[src/design/mpfb_pkg.sv]
// Package for the monochrome page frame store block.
// Holds panel geometry, store sizing, request codes, sequencer states and the
// store access struct. No dependencies.
`timescale 1ns / 1ps

package mpfb_pkg;

  localparam int PANEL_WIDTH  = 128;
  localparam int PANEL_HEIGHT = 64;
  localparam int PAGE_ROWS    = 8;
  localparam int PAGE_COUNT   = (PANEL_HEIGHT + PAGE_ROWS - 1) / PAGE_ROWS;
  localparam int STORE_DEPTH  = PANEL_WIDTH * PAGE_COUNT;

  localparam int COL_W  = (PANEL_WIDTH > 1) ? $clog2(PANEL_WIDTH) : 1;
  localparam int ROW_W  = (PANEL_HEIGHT > 1) ? $clog2(PANEL_HEIGHT) : 1;
  localparam int PAGE_W = (PAGE_COUNT > 1) ? $clog2(PAGE_COUNT) : 1;
  localparam int ADDR_W = $clog2(STORE_DEPTH);

  // Request type codes.
  localparam logic [1:0] REQ_SET   = 2'd0;
  localparam logic [1:0] REQ_READ  = 2'd1;
  localparam logic [1:0] REQ_HSPAN = 2'd2;
  localparam logic [1:0] REQ_VSPAN = 2'd3;

  typedef enum logic [2:0] {
    ST_CLEAR,
    ST_IDLE,
    ST_READ,
    ST_WRITE,
    ST_RESP
  } seq_state_e;

  typedef struct packed {
    logic              we;
    logic [ADDR_W-1:0] addr;
    logic [7:0]        wdata;
  } mem_req_t;

endpackage

[src/design/mpfb_seq.sv]
// Sequencer and read-modify-write unit for the page store.
// Clears the store after reset, then walks spans one byte at a time.
// Depends on mpfb_pkg.
`timescale 1ns / 1ps

module mpfb_seq
  import mpfb_pkg::*;
(
  input  logic       clk_i,
  input  logic       rst_ni,
  input  logic       start_i,
  output logic       busy_o,
  input  logic [1:0] req_type_i,
  input  logic [7:0] x_start_i,
  input  logic [7:0] x_end_i,
  input  logic [7:0] y_start_i,
  input  logic [7:0] y_end_i,
  input  logic       color_i,
  output logic       result_valid_o,
  output logic       pixel_value_o,
  output logic       rejected_o,
  output mem_req_t   mem_req_o,
  input  logic [7:0] mem_rdata_i
);

  seq_state_e state_q, state_d;

  logic [ADDR_W-1:0] clr_q, clr_d;
  logic [COL_W-1:0]  col_q, col_d;
  logic [PAGE_W-1:0] page_q, page_d;
  logic [COL_W-1:0]  xe_q, xe_d;
  logic [ROW_W-1:0]  ys_q, ys_d;
  logic [ROW_W-1:0]  ye_q, ye_d;
  logic [1:0]        type_q, type_d;
  logic              color_q, color_d;
  logic              pix_q, pix_d;
  logic              rej_q, rej_d;

  logic              accept;
  logic              reject;
  logic [COL_W-1:0]  xe_clip;
  logic [ROW_W-1:0]  ye_clip;
  logic              span_empty;
  logic              last_step;
  logic              clr_last;
  logic [7:0]        mask;
  logic [7:0]        wbyte;
  logic [ADDR_W-1:0] addr;

  assign accept = start_i && (state_q == ST_IDLE);
  assign reject = ({1'b0, x_start_i} >= 9'(PANEL_WIDTH)) ||
                  ({1'b0, y_start_i} >= 9'(PANEL_HEIGHT));

  // Clip the span ends to the last column or row of the panel.
  assign xe_clip = ({1'b0, x_end_i} >= 9'(PANEL_WIDTH)) ?
                   COL_W'(PANEL_WIDTH - 1) : COL_W'(x_end_i);
  assign ye_clip = ({1'b0, y_end_i} >= 9'(PANEL_HEIGHT)) ?
                   ROW_W'(PANEL_HEIGHT - 1) : ROW_W'(y_end_i);

  always_comb begin
    span_empty = 1'b0;
    if (req_type_i == REQ_HSPAN) begin
      span_empty = {1'b0, xe_clip} < {1'b0, COL_W'(x_start_i)};
    end else if (req_type_i == REQ_VSPAN) begin
      span_empty = {1'b0, ye_clip} < {1'b0, ROW_W'(y_start_i)};
    end
  end

  always_comb begin
    last_step = 1'b1;
    if (type_q == REQ_HSPAN) begin
      last_step = (col_q == xe_q);
    end else if (type_q == REQ_VSPAN) begin
      last_step = (page_q == PAGE_W'(ye_q >> 3));
    end
  end

  assign clr_last = (clr_q == ADDR_W'(STORE_DEPTH - 1));

  // A vertical span covers every row of the current page inside the span;
  // other requests touch a single bit.
  always_comb begin
    logic [8:0] row;
    row  = 9'd0;
    mask = 8'h00;
    if (type_q == REQ_VSPAN) begin
      for (int b = 0; b < PAGE_ROWS; b++) begin
        row = 9'(page_q) * 9'(PAGE_ROWS) + 9'(b);
        mask[b] = (row >= 9'(ys_q)) && (row <= 9'(ye_q));
      end
    end else begin
      mask = 8'h01 << ys_q[2:0];
    end
  end

  assign wbyte = color_q ? (mem_rdata_i | mask) : (mem_rdata_i & ~mask);
  assign addr  = ADDR_W'(ADDR_W'(page_q) * ADDR_W'(PANEL_WIDTH) + ADDR_W'(col_q));

  // Next state.
  always_comb begin
    state_d = state_q;
    unique case (state_q)
      ST_CLEAR: begin
        if (clr_last) state_d = ST_IDLE;
      end
      ST_IDLE: begin
        if (start_i) begin
          state_d = (reject || span_empty) ? ST_RESP : ST_READ;
        end
      end
      ST_READ:  state_d = ST_WRITE;
      ST_WRITE: state_d = last_step ? ST_RESP : ST_READ;
      ST_RESP:  state_d = ST_IDLE;
      default:  state_d = ST_IDLE;
    endcase
  end

  // Datapath registers.
  always_comb begin
    clr_d   = clr_q;
    col_d   = col_q;
    page_d  = page_q;
    xe_d    = xe_q;
    ys_d    = ys_q;
    ye_d    = ye_q;
    type_d  = type_q;
    color_d = color_q;
    pix_d   = pix_q;
    rej_d   = rej_q;
    if (state_q == ST_CLEAR) begin
      clr_d = clr_q + 1'b1;
    end
    if (accept) begin
      col_d   = COL_W'(x_start_i);
      page_d  = PAGE_W'(ROW_W'(y_start_i) >> 3);
      xe_d    = xe_clip;
      ys_d    = ROW_W'(y_start_i);
      ye_d    = ye_clip;
      type_d  = req_type_i;
      color_d = color_i;
      pix_d   = 1'b0;
      rej_d   = reject;
    end
    if (state_q == ST_WRITE) begin
      if (type_q == REQ_READ) begin
        pix_d = mem_rdata_i[ys_q[2:0]];
      end
      if (type_q == REQ_HSPAN) begin
        col_d = col_q + 1'b1;
      end
      if (type_q == REQ_VSPAN) begin
        page_d = page_q + 1'b1;
      end
    end
  end

  // Outputs.
  always_comb begin
    mem_req_o.we    = 1'b0;
    mem_req_o.addr  = addr;
    mem_req_o.wdata = wbyte;
    unique case (state_q)
      ST_CLEAR: begin
        mem_req_o.we    = 1'b1;
        mem_req_o.addr  = clr_q;
        mem_req_o.wdata = 8'h00;
      end
      ST_WRITE: mem_req_o.we = (type_q != REQ_READ);
      default:  mem_req_o.we = 1'b0;
    endcase
    busy_o         = (state_q != ST_IDLE);
    result_valid_o = (state_q == ST_RESP);
    pixel_value_o  = pix_q;
    rejected_o     = rej_q;
  end

  always_ff @(posedge clk_i or negedge rst_ni) begin
    if (!rst_ni) begin
      state_q <= ST_CLEAR;
      clr_q   <= '0;
    end else begin
      state_q <= state_d;
      clr_q   <= clr_d;
    end
  end

  always_ff @(posedge clk_i) begin
    col_q   <= col_d;
    page_q  <= page_d;
    xe_q    <= xe_d;
    ys_q    <= ys_d;
    ye_q    <= ye_d;
    type_q  <= type_d;
    color_q <= color_d;
    pix_q   <= pix_d;
    rej_q   <= rej_d;
  end

endmodule

[config.mk]
export PLATFORM = sky130hd
export DESIGN_NAME = mpfb_seq
export DESIGN_NICKNAME = d
export VERILOG_FILES = /design/src/design/mpfb_pkg.sv /design/src/design/mpfb_seq.sv
export SDC_FILE = /design/constraint.sdc
export NUM_CORES = 1
export LEC_CHECK = 0
export ABC_AREA = 1
export BUFFER_PORTS_ARGS = -buffer_cell sky130_fd_sc_hd__buf_2
export CAP_MARGIN = 10
export CORE_ASPECT_RATIO = 0.9
export CORE_UTILIZATION = 55
export DETAILED_ROUTE_END_ITERATION = 6
export HOLD_SLACK_MARGIN = 0.03
export PLACE_DENSITY_LB_ADDON = 0.12
export SLEW_MARGIN = 20
export SYNTH_ARGS = -nofsm -noshare
export SYNTH_HDL_FRONTEND = slang
export SYNTH_SLANG_ARGS = --single-unit
[constraint.sdc]
create_clock -name clk_i -period 4.15 [get_ports clk_i]
set_input_delay 0.2075 -clock clk_i [delete_from_list [all_inputs] [get_ports clk_i]]
set_output_delay 0.2075 -clock clk_i [all_outputs]
set_load 0.03 [all_outputs]
== Word-level counts from Yosys, hierarchy flattened ==
Cells that the tools add are included.
W data, S select, Z words.
Word-level totals
  register bits: 47
  input bits: 46
  output and inout port bits: 23
Cells by class
  $add $sub $neg: 11
  order comparisons: 23
  equality and inequality tests: 16
  shift-type cells: 1
  multiplexer cells: 26
  bitwise logic cells: 3
  reduce and logical (&&, ||, !) cells: 13
Operators with widths (count)
  $ge A7 B6 Y1: 7
  $le A7 B6 Y1: 7
  $add A6 B3 Y7 const B: 4
  $mux W7: 4
  $mux W3: 7
  $mux W18: 1
  $ge A8 B7 Y1 const B: 2
  $ge A8 B8 Y1 const B: 2
  $mux W8: 2
  $add A6 B2 Y7 const B: 2
  $pmux W3 S4: 1
  $add A10 B1 Y10 const B: 1
  $add A10 B7 Y10: 1
  $eq A10 B10 Y1 const B: 1
  $logic_and A1 B1 Y1: 9
  $and A8 B8 Y8: 1
  $eq A2 B2 Y1 const B: 4
  $mux W1: 8
  $not A8 Y8: 1
  $or A8 B8 Y8: 1
  $shl A1 B3 Y8 const A: 1
  $add A6 B1 Y7 const B: 1
  $add A7 B1 Y7 const B: 1
  $eq A7 B7 Y1: 1
  20 further kinds: 23

== Logic depth before layout (Yosys ltp) ==
  depth in word-level cells: 9
  depth in mapped cells: 13
  gate-level depth less buffers: 13

== Worst setup path before layout ==
Ideal clock, no wire load.
  path type: flip-flop to output port
  start: register page_q[2]
  end: output port mem_req_o[6] (netlist name)
  data arrival time: 1.773 ns
  required time: 3.943 ns
  path slack: 2.170 ns
  stages on the path, launching flop included: 9
  buffers on the path: 1
  cell sequence: dfxtp_1 ha_1 a21oi_1 and2_1 buf_4 nand2_1 nand3_1 nand3_1 a21oi_1
RTL lines
  start: declaration: line mpfb_seq.sv:30  | logic [PAGE_W-1:0] page_q, page_d;
  start signal: assignment: line mpfb_seq.sv:189  | page_q <= page_d;
  end: declaration: line mpfb_seq.sv:22  | output mem_req_t mem_req_o,

==> metrics.md <==
| Metric | Value |
|---|---|
| Outcome | `completed` |
| Fin area | `0.00391 mm^2` |
| Router iterations before antenna repair | `5` |
| Mapped Area | `between 0.003 and 0.004 mm^2` |
| Final Setup Violations | `0` |
| Height of the die | `77.0 um` |
| Crit path launch type | `register` |
| Worst vdd ir | `0.265 mV` |
| # diodes | `0` |
| CTS tree | `yes` |
| Num CTS Buffers | `5` |
| Die Area | `~0.0066 mm^2` |
| GR Overflow Total | `0` |
| Worst-Skew Late Latency | `0.30 ns` |
| Die W | `85.3 um` |
| Fin crit share | `0.571` |
| CP Max Fanout | `7` |
| Share of cells above drive strength 1 | `0.218` |
| Post-synthesis async set-or-reset flop share | `0.277` |
| Root Buffer | `clkbuf_8` |
| Vias per Instance | `roughly 5.1` |
| EDFF count, synth | `23` |
| Gr usage total | `0.240` |
| Layout Cells excl Fill | `616` |
| Largest net degree at the start of global routing | `31` |
| First-pass GRT wire length | `12,600 um` |
| DP HPWL | `5890 um` |
| Buffers on Ports | `68` |
| DR WL/cell | `12.1 um` |
| DP Cell Count | `607` |
| Clk sink count | `47` |
| Most common cell after layout, fill and taps aside | `nand2_1` |
| Post-CTS Setup Inserts | `0` |
| Core area | `0.00586 mm^2` |
| Register area share after synthesis | `0.360` |
| CP Capture Type | `output port` |
| Initial antenna violation count | `0` |
| Num ports | `69` |
| ANT nets after route | `0` |
| RSZ-0062 raised after global routing | `no` |
| Area grow syn2layout | `13.7%` |
| Htree depth | `2` |
| Routed wire length | `around 7400 um` |
| Setup CP Type | `register to output port` |
| Slew of the pin with the lowest slew margin | `around 0.57 ns` |
| MaxCap Viol Count | `0` |
| Final nets | `613` |
| Worst hold-check path type | `input pin to register` |
| Area after DPL | `0.00381 mm^2` |
| Placement row count | `26` |
| Worst path required time | `3.94 ns` |
| Ys Warns | `0` |
| Setup TNS | `0 ns` |
| Max-slew violation count | `0` |
| Initial core utilization | `0.587` |
| Resized cells post-CTS | `0` |
| Hold Fails Final Rpt | `0` |
| Synth cell types | `35` |
| Top FF cell, synth | `edfxtp_1` |
| P_leak | `2.03 nW` |
| Sequential Area | `0.00124 mm^2` |
| Hold-fix buffers, CTS | `1` |
| Worst-path clk slew | `around 0.090 ns` |
| Worst clock skew | `0.00769 ns` |
| Max_slew headroom | `0.622` |
| Fill cells | `between 500 and 600` |
| Vias | `3,129` |
| Starting DRT DRC Count | `173` |
| Area of the multi-input gates | `0.00181 mm^2` |
| Crit path time final | `around 2.4 ns` |
| Mapped Nets | `544` |
| Placer Congestion | `~0.96` |
| P per Cell Area | `roughly 600 mW/mm^2` |
| Synth Register Bits | `47` |
| CTS max path bufs | `2` |
| Cells after synthesis | `476` |
| F_max | `422 MHz` |
| Syn avg cell area | `7.22 um^2` |
| DRC viols | `0` |
| WP data arrival | `2.16 ns` |
| Most frequent cells in the layout | `nand2_1, inv_1, buf_2` |
| Vias in the first global route | `2,811` |
final cells by class:
type                            count  share of cell area
Sequential cell                    47               0.316
Tap cell                           70              0.0224
Timing Repair Buffer               69              0.0896
Clock buffer                        5              0.0176
Clock inverter                      3             0.00480
Multi-Input combinational cell    333               0.464
Inverter                           89              0.0855
state kept, by name, summed over array words and instances (netlist names):
| signal | cells |
|---|---|
| state_q | 3 |
| pixel_value_o | 1 |
| type_q | 2 |
| clr_q | 10 |
| rejected_o | 1 |
| ys_q | 6 |
| xe_q | 7 |
| page_q | 3 |
| color_q | 1 |
| col_q | 7 |
| ye_q | 6 |
final timing paths:
check / end / slack (ns) / depth (start not counted) / from
min reg2reg: pixel_value_o / 0.50 / 2 / pixel_value_o
max: mem_req_o[1] / 1.78 / 8 / page_q[2]
max in group asynchronous: state_q[1] / 3.59 / 2 / rst_ni
max reg2reg: col_q[6] / 2.27 / 8 / state_q[2]
min in group asynchronous: clr_q[7] / 0.33 / 2 / rst_ni
min: color_q / 0.08 / 1 / color_i
per-stage QoR:
stage	utilization	worst slack, ns	hold WS, ns	total power, mW
floorplan	-	2.17	-0.0881	1.81
global placement	0.651	2.18	0.110	2.11
detailed placement	0.651	2.13	0.109	2.13
CTS	0.668	1.78	0.0773	2.41
global route	0.668	1.56	0.0752	2.61
finish	0.668	1.78	0.0835	2.41
power by group:
| group | internal [mW] | switching [mW] |
|---|---|---|
| Combinational | 0.423 | 0.930 |
| Sequential | 0.632 | 0.143 |
| Clock | 0.119 | 0.160 |
| Total | 1.17 | 1.23 |
layer usage:
| layer | track usage | wire, um |
|---|---|---|
| met5 | 0 | 0 |
| met4 | 0.0700 | 89 |
| met3 | 0.0355 | 403 |
| met2 | 0.368 | 3120 |
| met1 | 0.350 | 3840 |
Yosys cell counts, types with 2 or more instances:
| cell type | count | area share |
|---|---|---|
| nand2_1 | 124 | 0.14 |
| inv_1 | 82 | 0.090 |
| nand3_1 | 34 | 0.049 |
| nor2_1 | 30 | 0.033 |
| edfxtp_1 | 23 | 0.20 |
| o21ai_0 | 23 | 0.033 |
| ha_1 | 22 | 0.080 |
| a21oi_1 | 20 | 0.029 |
| o21ai_1 | 14 | 0.020 |
| dfrtp_1 | 13 | 0.095 |
| dfxtp_1 | 11 | 0.064 |
| nand2_2 | 11 | 0.020 |
| xor2_1 | 9 | 0.023 |
| inv_2 | 7 | 0.0076 |
| or2_2 | 7 | 0.013 |
| nor2_4 | 6 | 0.020 |
| a21oi_2 | 5 | 0.013 |
| nor2_2 | 4 | 0.0073 |
| buf_4 | 3 | 0.0065 |
| nand3b_1 | 3 | 0.0065 |
| o211ai_1 | 3 | 0.0065 |
| o22ai_1 | 3 | 0.0055 |
| xnor2_1 | 3 | 0.0076 |
| buf_2 | 2 | 0.0029 |
| buf_6 | 2 | 0.0065 |
| nand4_1 | 2 | 0.0036 |
| nor3_1 | 2 | 0.0029 |
kinds of logic after synthesis:
logic type / count (synthesis) / share of synthesized area
fa+ha+maj: 22 / 0.0801
flops: 47 / 0.360
simple gates: 227 / 0.300
buf+inv: 96 / 0.113
xor+xnor: 12 / 0.0306
compound gates: 72 / 0.117
critical path: stages, from the launching register on:
cell     delay, ns
dfxtp_1       0.45
ha_1          0.30
a21oi_1       0.19
and2_1        0.30
o21ai_1       0.11
nand3_1       0.13
a21oi_1       0.08
nor2_1        0.11
buf_2         0.20
Note: power is estimated with default switching activity, not from simulation.
